### config.mk
export PLATFORM = sky130hd
export DESIGN_NAME = rtp_udp_ipv4_header_builder
export DESIGN_NICKNAME = d
export VERILOG_FILES = /design/src/rtpb_pkg.sv /design/src/rtpb_front.sv /design/src/rtpb_queue.sv /design/src/rtpb_back.sv /design/src/rtp_udp_ipv4_header_builder.sv
export SDC_FILE = /design/constraint.sdc
export NUM_CORES = 2
export LEC_CHECK = 0
export BUFFER_PORTS_ARGS = -buffer_cell sky130_fd_sc_hd__buf_2
export CORE_ASPECT_RATIO = 2
export CORE_MARGIN = 4
export CORE_UTILIZATION = 63
export DETAILED_ROUTE_END_ITERATION = 10
export PLACE_DENSITY = 0.87
export SETUP_SLACK_MARGIN = 0.1
export SYNTH_ARGS = -nofsm -noshare
export SYNTH_HDL_FRONTEND = slang
export SYNTH_HIERARCHICAL = 1
export SYNTH_SLANG_ARGS = --single-unit
### constraint.sdc
create_clock -name clk -period 10.3 [get_ports clk]
set_input_delay 1.03 -clock clk [delete_from_list [all_inputs] [get_ports clk]]
set_output_delay 1.03 -clock clk [all_outputs]
set_load 0.05 [all_outputs]
### src/rtpb_pkg.sv
// Shared types, constants and register codes of the RTP/UDP/IPv4 header builder.
// Used by every module under src; depends on nothing else.
`timescale 1ns / 1ps
`default_nettype none

package rtpb_pkg;

	// Defaults for the top-level parameters.
	localparam int DEF_MAX_RTP_BYTES   = 1328;
	localparam int DEF_TS_PACKET_BYTES = 188;

	// Lengths carried internally; 11 bits covers the largest IPv4 total length
	// over the whole parameter range (1472 + 28).
	localparam int LEN_W = 11;

	// RTP header size and the fixed IPv4/UDP header overheads.
	localparam int RTP_HDR_BYTES = 12;
	localparam int IP_UDP_BYTES  = 28;
	localparam int UDP_HDR_BYTES = 8;

	// Timestamp divider: one time tick group per RTP timestamp unit.
	localparam int STAMP_DIV    = 90000;
	localparam int REM_W        = 17;
	localparam int DIGIT_W      = 16;
	localparam int DIV_X_W      = REM_W + DIGIT_W;
	localparam int RECIP_SHIFT  = 34;
	localparam int RECIP_W      = 18;
	localparam logic [RECIP_W-1:0] STAMP_RECIP = RECIP_W'((64'd1 << RECIP_SHIFT) / STAMP_DIV);
	localparam int PROD_W       = DIV_X_W + RECIP_W;

	// Fixed header fields.
	localparam logic [15:0] ETH_TYPE_IPV4  = 16'h0800;
	localparam logic [15:0] IP_VER_IHL_TOS = 16'h4500;
	localparam logic [15:0] IP_TTL_PROTO   = 16'h0A11;
	localparam logic [7:0]  RTP_VERSION    = 8'h80;

	// Output word sequencing.
	localparam int          WORD_IDX_W = 3;
	localparam logic [WORD_IDX_W-1:0] WORD_LAST = 3'd6;
	localparam logic [3:0]  BYTES_FULL = 4'd8;
	localparam logic [3:0]  BYTES_TAIL = 4'd6;

	// Configuration port.
	localparam int CFG_IDX_W  = 4;
	localparam int CFG_DATA_W = 48;
	localparam logic [CFG_IDX_W-1:0] CFG_DEST_MAC     = 4'd0;
	localparam logic [CFG_IDX_W-1:0] CFG_SRC_MAC      = 4'd1;
	localparam logic [CFG_IDX_W-1:0] CFG_SRC_IP       = 4'd2;
	localparam logic [CFG_IDX_W-1:0] CFG_DEST_IP      = 4'd3;
	localparam logic [CFG_IDX_W-1:0] CFG_SRC_PORT     = 4'd4;
	localparam logic [CFG_IDX_W-1:0] CFG_DEST_PORT    = 4'd5;
	localparam logic [CFG_IDX_W-1:0] CFG_STREAM_SSRC  = 4'd6;
	localparam logic [CFG_IDX_W-1:0] CFG_PAYLOAD_KIND = 4'd7;
	localparam logic [6:0] PAYLOAD_KIND_RESET = 7'd33;

	// Queue between front and back.
	localparam int QUEUE_DEPTH = 2;
	localparam int QPTR_W      = $clog2(QUEUE_DEPTH);

	// Configuration register set.
	typedef struct packed {
		logic [47:0] dest_mac;
		logic [47:0] src_mac;
		logic [31:0] src_ip;
		logic [31:0] dest_ip;
		logic [15:0] src_port;
		logic [15:0] dest_port;
		logic [31:0] stream_ssrc;
		logic [6:0]  payload_kind;
	} cfg_t;

	// Per-request fields computed by the front.
	typedef struct packed {
		logic [LEN_W-1:0] ip_total;
		logic [LEN_W-1:0] udp_len;
		logic [15:0]      seq;
		logic [15:0]      ip_csum;
		logic [31:0]      stamp;
	} job_t;

endpackage

`default_nettype wire

### src/rtpb_front.sv
// Front end: accepts send requests, clamps the length, runs the timestamp
// divider and the IPv4 checksum, and pushes one job per request. Uses rtpb_pkg.
`timescale 1ns / 1ps
`default_nettype none

module rtpb_front #(
	parameter int MAX_RTP_BYTES   = rtpb_pkg::DEF_MAX_RTP_BYTES,
	parameter int TS_PACKET_BYTES = rtpb_pkg::DEF_TS_PACKET_BYTES
) (
	input  wire                  clk,
	input  wire                  arst_n,
	input  wire                  in_valid,
	output logic                 in_ready,
	input  wire  [10:0]          rtp_length,
	input  wire                  inject_packet,
	input  wire  [63:0]          time_now,
	input  rtpb_pkg::cfg_t       cfg,
	input  wire                  q_room,
	output logic                 q_push,
	output rtpb_pkg::job_t       q_data
);
	import rtpb_pkg::*;

	localparam logic [2:0] STEP_LAST = 3'd5;

	logic                   busy_q;
	logic [2:0]             step_q;
	logic [15:0]            seq_cnt_q;
	logic [LEN_W-1:0]       ip_total_q;
	logic [LEN_W-1:0]       udp_len_q;
	logic [15:0]            seq_q;
	logic [47:0]            time_lo_q;
	logic [REM_W-1:0]       rem_q;
	logic [DIV_X_W-1:0]     x_q;
	logic [PROD_W-1:0]      prod_q;
	logic [DIGIT_W-1:0]     quot_q;
	logic [17:0]            sum_a_q;
	logic [17:0]            sum_b_q;
	logic [18:0]            sum_q;
	logic [15:0]            csum_q;

	logic                   accept;
	logic                   finish;
	logic [LEN_W-1:0]       rlen_sat;
	logic [DIGIT_W-1:0]     digit;
	logic [DIV_X_W-1:0]     div_x;
	logic [DIGIT_W-1:0]     q_est;
	logic [DIV_X_W-1:0]     q_prod;
	logic [DIV_X_W-1:0]     part_rem;
	logic                   fix;
	logic [REM_W-1:0]       rem_next;
	logic [DIGIT_W-1:0]     q_digit;
	logic [16:0]            fold1;
	logic [15:0]            fold2;

	// Handshake: a new request is taken when idle or as the current job leaves.
	assign finish   = busy_q && (step_q == STEP_LAST) && q_room;
	assign in_ready = !busy_q || finish;
	assign accept   = in_valid && in_ready;

	// Length clamp; inject mode fixes the length at the RTP header plus one TS packet.
	always_comb begin
		priority if (inject_packet) begin
			rlen_sat = LEN_W'(RTP_HDR_BYTES + TS_PACKET_BYTES);
		end else if (LEN_W'(rtp_length) < LEN_W'(RTP_HDR_BYTES)) begin
			rlen_sat = LEN_W'(RTP_HDR_BYTES);
		end else if (LEN_W'(rtp_length) > LEN_W'(MAX_RTP_BYTES)) begin
			rlen_sat = LEN_W'(MAX_RTP_BYTES);
		end else begin
			rlen_sat = LEN_W'(rtp_length);
		end
	end

	// Digit fed to the divider in each multiply step.
	always_comb begin
		unique case (step_q[2:1])
			2'd0:    digit = time_lo_q[47:32];
			2'd1:    digit = time_lo_q[31:16];
			2'd2:    digit = time_lo_q[15:0];
			default: digit = '0;
		endcase
	end

	assign div_x = {rem_q, digit};

	// Correction step: estimate is the quotient or one below it.
	assign q_est    = prod_q[RECIP_SHIFT+DIGIT_W-1:RECIP_SHIFT];
	assign q_prod   = DIV_X_W'(q_est) * DIV_X_W'(STAMP_DIV);
	assign part_rem = x_q - q_prod;
	assign fix      = part_rem >= DIV_X_W'(STAMP_DIV);
	assign rem_next = fix ? REM_W'(part_rem - DIV_X_W'(STAMP_DIV)) : REM_W'(part_rem);
	assign q_digit  = q_est + DIGIT_W'(fix);

	// Checksum folding of the end-around carry.
	assign fold1 = 17'(sum_q[15:0]) + 17'(sum_q[18:16]);
	assign fold2 = fold1[15:0] + 16'(fold1[16]);

	// Job handed to the queue in the last divider step, once the queue has room.
	assign q_push = finish;
	always_comb begin
		q_data.ip_total = ip_total_q;
		q_data.udp_len  = udp_len_q;
		q_data.seq      = seq_q;
		q_data.ip_csum  = csum_q;
		q_data.stamp    = {quot_q, q_digit};
	end

	// Control: busy flag, step counter and running sequence number.
	always_ff @(posedge clk or negedge arst_n) begin
		if (!arst_n) begin
			busy_q    <= 1'b0;
			step_q    <= '0;
			seq_cnt_q <= '0;
		end else begin
			if (accept) begin
				busy_q    <= 1'b1;
				step_q    <= '0;
				seq_cnt_q <= seq_cnt_q + 16'd1;
			end else if (finish) begin
				busy_q <= 1'b0;
			end else if (busy_q && step_q != STEP_LAST) begin
				step_q <= step_q + 3'd1;
			end
		end
	end

	// Request capture, divider and checksum datapath.
	always_ff @(posedge clk) begin
		if (accept) begin
			ip_total_q <= rlen_sat + LEN_W'(IP_UDP_BYTES);
			udp_len_q  <= rlen_sat + LEN_W'(UDP_HDR_BYTES);
			seq_q      <= seq_cnt_q;
			time_lo_q  <= time_now[47:0];
			rem_q      <= REM_W'(time_now[63:48]);
		end else if (busy_q && step_q != STEP_LAST) begin
			if (!step_q[0]) begin
				x_q    <= div_x;
				prod_q <= PROD_W'(div_x) * PROD_W'(STAMP_RECIP);
			end else begin
				rem_q  <= rem_next;
				quot_q <= q_digit;
			end
		end

		// Checksum runs alongside the first three divider steps.
		if (busy_q && step_q == 3'd0) begin
			sum_a_q <= 18'(ip_total_q) + 18'(seq_q + 16'd1) + 18'(IP_VER_IHL_TOS)
				+ 18'(IP_TTL_PROTO);
			sum_b_q <= 18'(cfg.src_ip[31:16]) + 18'(cfg.src_ip[15:0])
				+ 18'(cfg.dest_ip[31:16]) + 18'(cfg.dest_ip[15:0]);
		end
		if (busy_q && step_q == 3'd1) begin
			sum_q <= 19'(sum_a_q) + 19'(sum_b_q);
		end
		if (busy_q && step_q == 3'd2) begin
			csum_q <= ~fold2;
		end
	end

endmodule

`default_nettype wire

### src/rtpb_queue.sv
// Two-entry job queue between the front and the back of the header builder.
// Uses rtpb_pkg for the job type and depth.
`timescale 1ns / 1ps
`default_nettype none

module rtpb_queue (
	input  wire              clk,
	input  wire              arst_n,
	input  wire              push,
	input  rtpb_pkg::job_t   push_data,
	output logic             room,
	input  wire              pop,
	output logic             avail,
	output rtpb_pkg::job_t   pop_data
);
	import rtpb_pkg::*;

	job_t              entry_q [QUEUE_DEPTH];
	logic [QPTR_W-1:0] wr_ptr_q;
	logic [QPTR_W-1:0] rd_ptr_q;
	logic [QPTR_W:0]   count_q;

	assign room     = count_q != (QPTR_W+1)'(QUEUE_DEPTH);
	assign avail    = count_q != '0;
	assign pop_data = entry_q[rd_ptr_q];

	// Pointers and fill count.
	always_ff @(posedge clk or negedge arst_n) begin
		if (!arst_n) begin
			wr_ptr_q <= '0;
			rd_ptr_q <= '0;
			count_q  <= '0;
		end else begin
			if (push) begin
				wr_ptr_q <= wr_ptr_q + QPTR_W'(1);
			end
			if (pop) begin
				rd_ptr_q <= rd_ptr_q + QPTR_W'(1);
			end
			if (push && !pop) begin
				count_q <= count_q + (QPTR_W+1)'(1);
			end else if (pop && !push) begin
				count_q <= count_q - (QPTR_W+1)'(1);
			end
		end
	end

	// Entry storage.
	always_ff @(posedge clk) begin
		if (push) begin
			entry_q[wr_ptr_q] <= push_data;
		end
	end

endmodule

`default_nettype wire

### src/rtpb_back.sv
// Back end: takes one job at a time and emits the seven header words through
// an output register. Uses rtpb_pkg for the job and configuration types.
`timescale 1ns / 1ps
`default_nettype none

module rtpb_back (
	input  wire              clk,
	input  wire              arst_n,
	input  rtpb_pkg::cfg_t   cfg,
	input  wire              q_avail,
	input  rtpb_pkg::job_t   q_data,
	output logic             q_pop,
	output logic             out_valid,
	input  wire              out_ready,
	output logic [63:0]      header_word,
	output logic [3:0]       bytes_valid,
	output logic             last_word
);
	import rtpb_pkg::*;

	job_t                  job_q;
	logic                  job_valid_q;
	logic [WORD_IDX_W-1:0] word_q;
	logic                  out_valid_q;
	logic [63:0]           word_data_q;
	logic                  last_q;

	logic                  advance;
	logic                  job_done;
	logic [63:0]           word;
	logic [15:0]           ip_id;

	assign advance  = job_valid_q && (!out_valid_q || out_ready);
	assign job_done = advance && (word_q == WORD_LAST);
	assign q_pop    = q_avail && (!job_valid_q || job_done);
	assign ip_id    = job_q.seq + 16'd1;

	// Header word for the current position.
	always_comb begin
		unique case (word_q)
			3'd0: word = {cfg.dest_mac, cfg.src_mac[47:32]};
			3'd1: word = {cfg.src_mac[31:0], ETH_TYPE_IPV4, IP_VER_IHL_TOS};
			3'd2: word = {16'(job_q.ip_total), ip_id, 16'h0000, IP_TTL_PROTO};
			3'd3: word = {job_q.ip_csum, cfg.src_ip, cfg.dest_ip[31:16]};
			3'd4: word = {cfg.dest_ip[15:0], cfg.src_port, cfg.dest_port,
				16'(job_q.udp_len)};
			3'd5: word = {16'h0000, RTP_VERSION, 1'b0, cfg.payload_kind, job_q.seq,
				job_q.stamp[31:16]};
			3'd6: word = {job_q.stamp[15:0], cfg.stream_ssrc, 16'h0000};
			default: word = '0;
		endcase
	end

	// Job holding, word position and output valid.
	always_ff @(posedge clk or negedge arst_n) begin
		if (!arst_n) begin
			job_valid_q <= 1'b0;
			word_q      <= '0;
			out_valid_q <= 1'b0;
		end else begin
			if (advance) begin
				out_valid_q <= 1'b1;
			end else if (out_ready) begin
				out_valid_q <= 1'b0;
			end

			if (job_done) begin
				word_q      <= '0;
				job_valid_q <= q_avail;
			end else if (advance) begin
				word_q <= word_q + WORD_IDX_W'(1);
			end else if (!job_valid_q && q_avail) begin
				job_valid_q <= 1'b1;
			end
		end
	end

	// Payload registers.
	always_ff @(posedge clk) begin
		if (q_pop) begin
			job_q <= q_data;
		end
		if (advance) begin
			word_data_q <= word;
			last_q      <= word_q == WORD_LAST;
		end
	end

	assign out_valid   = out_valid_q;
	assign header_word = word_data_q;
	assign last_word   = last_q;
	assign bytes_valid = last_q ? BYTES_TAIL : BYTES_FULL;

endmodule

`default_nettype wire

### src/rtp_udp_ipv4_header_builder.sv
// Top level of the RTP/UDP/IPv4/Ethernet header builder: configuration registers,
// front end, job queue and word serializer. Uses rtpb_pkg, rtpb_front, rtpb_queue, rtpb_back.
`timescale 1ns / 1ps
`default_nettype none

// Each send request (RTP length, inject flag, time count) yields the 54-byte
// Ethernet, IPv4, UDP and RTP header as seven 64-bit words, first byte in the
// top bits, 8 valid bytes on words one to six and 6 on the last. The front end
// finds the timestamp (time / 90000) with a three-digit divider that takes a
// multiply step and a correction step per 16-bit digit, while the IPv4 checksum
// is summed alongside. The back end emits one word per cycle while the receiver
// is ready, so the output word port sets the sustained request rate. A
// two-entry queue lets the front take new requests while earlier headers are
// still leaving. The user must see that configuration is written only while
// idle; the block does not enforce it. cfg_ready is always high and writes to
// unknown indexes are ignored.
module rtp_udp_ipv4_header_builder #(
	parameter int MAX_RTP_BYTES   = rtpb_pkg::DEF_MAX_RTP_BYTES,
	parameter int TS_PACKET_BYTES = rtpb_pkg::DEF_TS_PACKET_BYTES
) (
	input  wire                                 clk,
	input  wire                                 arst_n,
	input  wire                                 in_valid,
	output logic                                in_ready,
	input  wire  [10:0]                         rtp_length,
	input  wire                                 inject_packet,
	input  wire  [63:0]                         time_now,
	output logic                                out_valid,
	input  wire                                 out_ready,
	output logic [63:0]                         header_word,
	output logic [3:0]                          bytes_valid,
	output logic                                last_word,
	input  wire                                 cfg_valid,
	output logic                                cfg_ready,
	input  wire  [rtpb_pkg::CFG_IDX_W-1:0]      cfg_index,
	input  wire  [rtpb_pkg::CFG_DATA_W-1:0]     cfg_data
);
	import rtpb_pkg::*;

	cfg_t  cfg_q;
	job_t  push_data;
	job_t  pop_data;
	logic  q_room;
	logic  q_push;
	logic  q_avail;
	logic  q_pop;

	assign cfg_ready = 1'b1;

	// Configuration registers.
	always_ff @(posedge clk or negedge arst_n) begin
		if (!arst_n) begin
			cfg_q.dest_mac     <= '0;
			cfg_q.src_mac      <= '0;
			cfg_q.src_ip       <= '0;
			cfg_q.dest_ip      <= '0;
			cfg_q.src_port     <= '0;
			cfg_q.dest_port    <= '0;
			cfg_q.stream_ssrc  <= '0;
			cfg_q.payload_kind <= PAYLOAD_KIND_RESET;
		end else if (cfg_valid) begin
			unique case (cfg_index)
				CFG_DEST_MAC:     cfg_q.dest_mac     <= cfg_data;
				CFG_SRC_MAC:      cfg_q.src_mac      <= cfg_data;
				CFG_SRC_IP:       cfg_q.src_ip       <= cfg_data[31:0];
				CFG_DEST_IP:      cfg_q.dest_ip      <= cfg_data[31:0];
				CFG_SRC_PORT:     cfg_q.src_port     <= cfg_data[15:0];
				CFG_DEST_PORT:    cfg_q.dest_port    <= cfg_data[15:0];
				CFG_STREAM_SSRC:  cfg_q.stream_ssrc  <= cfg_data[31:0];
				CFG_PAYLOAD_KIND: cfg_q.payload_kind <= cfg_data[6:0];
				default: ;
			endcase
		end
	end

	// Request intake, divider and checksum.
	rtpb_front #(
		.MAX_RTP_BYTES   (MAX_RTP_BYTES),
		.TS_PACKET_BYTES (TS_PACKET_BYTES)
	) u_front (
		.clk           (clk),
		.arst_n        (arst_n),
		.in_valid      (in_valid),
		.in_ready      (in_ready),
		.rtp_length    (rtp_length),
		.inject_packet (inject_packet),
		.time_now      (time_now),
		.cfg           (cfg_q),
		.q_room        (q_room),
		.q_push        (q_push),
		.q_data        (push_data)
	);

	// Job queue between the two halves.
	rtpb_queue u_queue (
		.clk       (clk),
		.arst_n    (arst_n),
		.push      (q_push),
		.push_data (push_data),
		.room      (q_room),
		.pop       (q_pop),
		.avail     (q_avail),
		.pop_data  (pop_data)
	);

	// Header word serializer.
	rtpb_back u_back (
		.clk         (clk),
		.arst_n      (arst_n),
		.cfg         (cfg_q),
		.q_avail     (q_avail),
		.q_data      (pop_data),
		.q_pop       (q_pop),
		.out_valid   (out_valid),
		.out_ready   (out_ready),
		.header_word (header_word),
		.bytes_valid (bytes_valid),
		.last_word   (last_word)
	);

endmodule

`default_nettype wire

# Word level (Yosys, flattened, before mapping)
# Memory sizes are Yosys's and may differ from the RTL's. A register that Yosys moved wholly into a read port is not among the register bits.
# Index checks and enable logic that the tools add are counted.
# word_totals
ff_bits	598
ramBits	172
input_bits	133
output_inout_bits	72
word_cells	159
n_memories	1
# classes
n_addsub	23
multipliers	2
magnitude_cmp	3
eq_ne	22
n_mux	26
bitwise_logic	3
n_reduce_logical	47
# mem_list
name	depth	width	read_ports	rd_clocked_by_memory_dff	write_ports	line	text
u_queue.entry_q	2	86	1	1	1	rtpb_queue.sv:18	job_t entry_q [QUEUE_DEPTH];
# ops
cell	n
case mux 64 bit (7 select lines)	1
multiplier 33 x 18 -> 50 bit (second input constant)	1
two-way mux 16 bit	3
case mux 16 bit (3 select lines)	1
adder 18 x 16 -> 18 bit	2
greater-or-equal comparator 33 x 17 -> 1 bit (second input constant)	1
two-way mux 11 bit	3
subtractor 33 bit	1
adder 16 x 1 -> 16 bit	2
adder 16 x 1 -> 16 bit (second input constant)	2
multiplier 16 x 13 -> 29 bit (second input constant)	1
AND reduction 2 bit	12
adder 18 x 18 -> 19 bit	1
adder 11 x 18 -> 18 bit	1
adder 18 x 12 -> 18 bit (second input constant)	1
adder 18 x 15 -> 18 bit (second input constant)	1
adder 16 x 1 -> 17 bit (second input constant)	1
adder 16 x 16 -> 17 bit	1
adder 16 x 3 -> 17 bit	1
two-way mux 17 bit	1
subtractor 17 bit (second input constant)	1
equality test 4 x 3 -> 1 bit (second input constant)	4
inverter 16 bit	1
nonzero test 2 bit	8
30 further kinds	74

# Longest topological paths before layout
# depth
ltp_word	9
mapped_depth	38
ltp_nobuf	36

# By module
# The synthesis kept the hierarchy.
# modules_own_cells
module	n_inst	cells_each	area_per_inst_um2	seq_area_each_um2
rtpb_front	1	2843	29876.2	7577.3
rtp_udp_ipv4_header_builder	1	500	8685.8	5783.0
rtpb_back	1	513	7114.3	4659.5
rtpb_queue	1	284	6516.2	5265.0

# Worst setup path after synthesis
# OpenSTA, ideal clock, no wires.
# synth_path
kind	reg-to-reg
startpoint	reg u_front.prod_q[41]
endpoint	reg u_front.quot_q[14] (data pin)
setup_time_ns	0.276
t_arrival_ns	8.139
required_time_ns	10.024
path_slack_ns	1.885
path_stages_with_launch	38
n_path_buf	3
period_less_slack_ns	8.415
cell_sequence	edfxtp_1 fa_1 inv_1 fa_1 inv_1 fa_1 fa_1 inv_1 fa_1 inv_1 ha_1 a21o_1 a21o_1 a21oi_1 o21ai_0 o41ai_1 nand2b_1 a21oi_1 (+2 left out) clkbuf_1 a21oi_1 o21ai_0 a2111oi_0 o21bai_1 o21a_1 o211ai_1 xnor2_1 and4_1 buf_6 buf_8 inv_1 ha_1 ha_1 nand2_1 nor2_1 nand2_1 xnor2_1
# synth_lines
item	line	text
from (decl)	rtpb_front.sv:35	logic [PROD_W-1:0] prod_q;
from (signal assigned)	rtpb_front.sv:138	prod_q <= PROD_W'(div_x) * PROD_W'(STAMP_RECIP);
to (signal assigned)	rtpb_front.sv:141	quot_q <= q_digit;
to (decl)	rtpb_front.sv:36	logic [DIGIT_W-1:0] quot_q;

==> results by group <==
Run status
  – Status: finished, final reports clean

CTS
  – Clk_lat worst skew: 0.66 ns
  – CTS root buf: clkbuf_16
  – Post-CTS setup buffers: 0
  – CTS tree: built
  – Bufs on Longest Clock Path: 3
  – Hold_buf cts: 0
  – Htree depth: 3
  – Clock Pin Slew Worst Setup and Hold Paths: roughly 0.07 ns
  – Clock tree sinks: 819
  – Post-cts resize count: 0
  – Total CTS buffers: 73

Worst setup path
  – Crit path max-delay cell type: o41ai_1
  – CP peak stage delay: ~0.66 ns
  – Endpoint class of the critical path: register
  – WP data required: between 10 and 15 ns
  – Crit path kind: reg -> reg
  – Startpoint types: register
  – Worst path depth: 36
  – Crit Path Max Fanout: 10
  – Setup crit end: u_front/quot_q[14]$_DFFE_PP_
  – Worst EP arrival: between 10 and 15 ns
  – Critical path origin: u_front/prod_q[41]$_DFFE_PP_
  – R2R cell count: 36
  – R2R Path End: u_front/quot_q[14]$_DFFE_PP_
  – Flop-to-flop setup slack: 0.65 ns
  – Worst R2R Start: u_front/prod_q[41]$_DFFE_PP_
  – Crit path buf inv count: 5
  – Delay-heaviest family, CP: adder cells

STA
  – Final period util: ~94%
  – Hold Fails Final Rpt: 0
  – Final worst slack: around 0.65 ns
  – Max-slew headroom: approximately a fifth
  – RSZ-0062 raised after global routing: false
  – Total negative slack: 0 ns
  – Fin crit period: roughly 9.6 ns
  – Worst slew pin tran: 1.216 ns
  – Setup Skew: 0.02498 ns
  – Max frequency: ~100 MHz
  – Final number of setup-violating endpoints: 0
  – Final Hold Slack: around 0.40 ns
  – Final Max Tran Viols: 0

Route
  – Remaining routing DRC violations: 0
  – Iteration-0 DRC Markers: slightly below 3,000
  – WL/cell: between 20 and 30 µm
  – Vias per cell: approximately 6
  – Final ANT Viol Nets: 0
  – Detailed-router iteration count before antenna repair: 10
  – Drt total wl: around 140 mm
  – Vias: 33,510

GRT
  – Gr ovfl total: 0
  – Vias in the first global route: between 30,000 and 40,000
  – First-pass GRT wire length: 210.0 mm
  – Antenna violations before repair: 0
  – Largest net degree at the start of global routing: around 170
  – Overall routing resource usage: between 30% and 40%

Logic synthesis
  – Post-synthesis async set-or-reset flop share: roughly a third
  – Seq/Total Area, Yosys: between 40% and 50%
  – Flops & latches, synth: a little over 800
  – Mapped Cells: 4,140
  – Mapped Area: between 50,000 and 60,000 µm²
  – Post-synth EDFFs: about 560
  – Synth area leaders: edfxtp_1, fa_1, dfrtp_1
  – Average size of a mapped cell: 12.61 µm²
  – Total number of yosys warnings: 6
  – Yosys cell types: a little over 80
  – Share of the synthesized area in the top cell type: 32.10%
  – Largest area contributor in the netlist: edfxtp_1
  – Top FF cell, synth: edfxtp_1
  – Syn nets: ~5,100

Place
  – DP HPWL: roughly 110 mm
  – Post-DP Area: approximately 54,000 µm²
  – IO buf count: 202
  – Post-place setup slack: 0.6819 ns
  – Placer Congestion: between 0.9 and 1

Die
  – Initial Utilization: between 60% and 70%
  – Chip width: 211.5 µm
  – # IOs: roughly 210
  – Rows: between 100 and 150
  – Die Ht: a little over 400 µm
  – Core area: 82,400 µm²
  – Die area: approximately 90,000 µm²

Layout
  – Filler cells: approximately 5,600
  – Commonest cells after routing, fill and taps aside: inv_1, edfxtp_1, ha_1
  – Final instance area: around 57,000 µm²
  – Layout area overhead: 8.791%
  – Final Net Count: approximately 5,300
  – Layout cells sized above 1: about 16%
  – Most common cell after layout, fill and taps aside: inv_1

Job
  – Maxcap violations: 0

Worst hold path
  – Hold Path Class: in -> async
## Yosys cell counts (6+ instances only)
cell and number:
a211oi_1 16, a21boi_0 13, a21o_1 36, a21oi_1 107
a221oi_1 10, a222oi_1 50, a22oi_1 46, a31oi_1 10
and2_1 20, and3_1 29, buf_2 35, buf_4 9
buf_6 9, clkbuf_1 46, dfrtp_1 258, edfxtp_1 558
fa_1 394, ha_1 440, inv_1 791, mux2_1 41
mux2_2 268, mux2_4 41, mux2i_1 22, nand2_1 164
nand2b_1 27, nand3_1 45, nand4_1 29, nor2_1 128
nor2b_1 20, nor3_1 37, nor4_1 9, o211ai_1 19
o21a_1 20, o21ai_0 82, o21bai_1 11, o221ai_1 8
o31ai_1 7, or2_2 6, or3_1 17, xnor2_1 126
xor2_1 46
## metrics by stage
step	std cells	util [%]
CTS	5469	68.90
global placement	5335	65.94
detailed placement	5335	65.94
global route	5469	68.90
floorplan	4140	-
finish	5470	68.91
## metal layers
metal	wire [µm]	up-vias	track usage, %
met1	41500	16690	31.01
li1	-	14590	-
met3	7693	639	4.400
met4	14280	0	25.31
met2	73880	1589	57.97
met5	0	-	0
## registers in the layout (all words and copies together) (netlist names), 2 cells and up
name / cells
u_back/header_word: 64
u_back/word_q: 3
u_front/prod_q: 16
u_front/quot_q: 16
cfg_q: 231
u_front/step_q: 3
u_front/rem_q: 17
u_front/seq_cnt_q: 16
u_front/sum_q: 19
u_front/ip_total_q: 11
u_front/sum_b_q: 18
u_front/x_q: 33
u_front/sum_a_q: 17
u_front/csum_q: 16
u_front/time_lo_q: 48
u_queue/count_q: 2
u_front/udp_len_q: 9
u_back/job_q: 86
u_front/seq_q: 16
u_queue/entry_q: 172
## cell type report
type	count	area, µm²	area share [%]
antenna	1	2.502	0.004407
clock buffer	97	2011	3.541
clock inverter	37	427.9	0.7536
inverter	792	2975	5.240
multi-input combinational	2425	25420	44.77
sequential	819	23290	41.02
tap	1057	1323	2.329
timing repair buffer	242	1334	2.349
## worst min path at each step
stage                                 start  cells after the start                          endpoint
6_report                             arst_n                      1            cfg_q[194]$_DFFE_PN0P_
5_1_grt                              arst_n                      1            cfg_q[194]$_DFFE_PN0P_
4_1_cts                              arst_n                      1            cfg_q[194]$_DFFE_PN0P_
3_5_place_dp   u_front/quot_q[14]$_DFFE_PP_                      0  u_queue/entry_q[1][30]$_DFFE_PP_
3_3_place_gp    u_front/csum_q[7]$_DFFE_PP_                      0  u_queue/entry_q[0][39]$_DFFE_PP_
2_1_floorplan   u_front/quot_q[0]$_DFFE_PP_                      0  u_queue/entry_q[0][16]$_DFFE_PP_
## cell families after synthesis
logic type                 Yosys count  share of synthesized area, %
and+or+nand+nor                    556                         5.233
xor gates and xnor gates           172                         2.886
adders and majority gates          834                         25.66
other                                2                       0.01439
DFF                                819                         44.61
buffers and inverters              896                         6.744
muxes                              372                         8.268
AOI/OAI and AO/OA                  489                         6.581
Power is left out: the tool's default activity adds up to more than one toggle a clock period on the data nets, which glitch-free logic cannot reach.
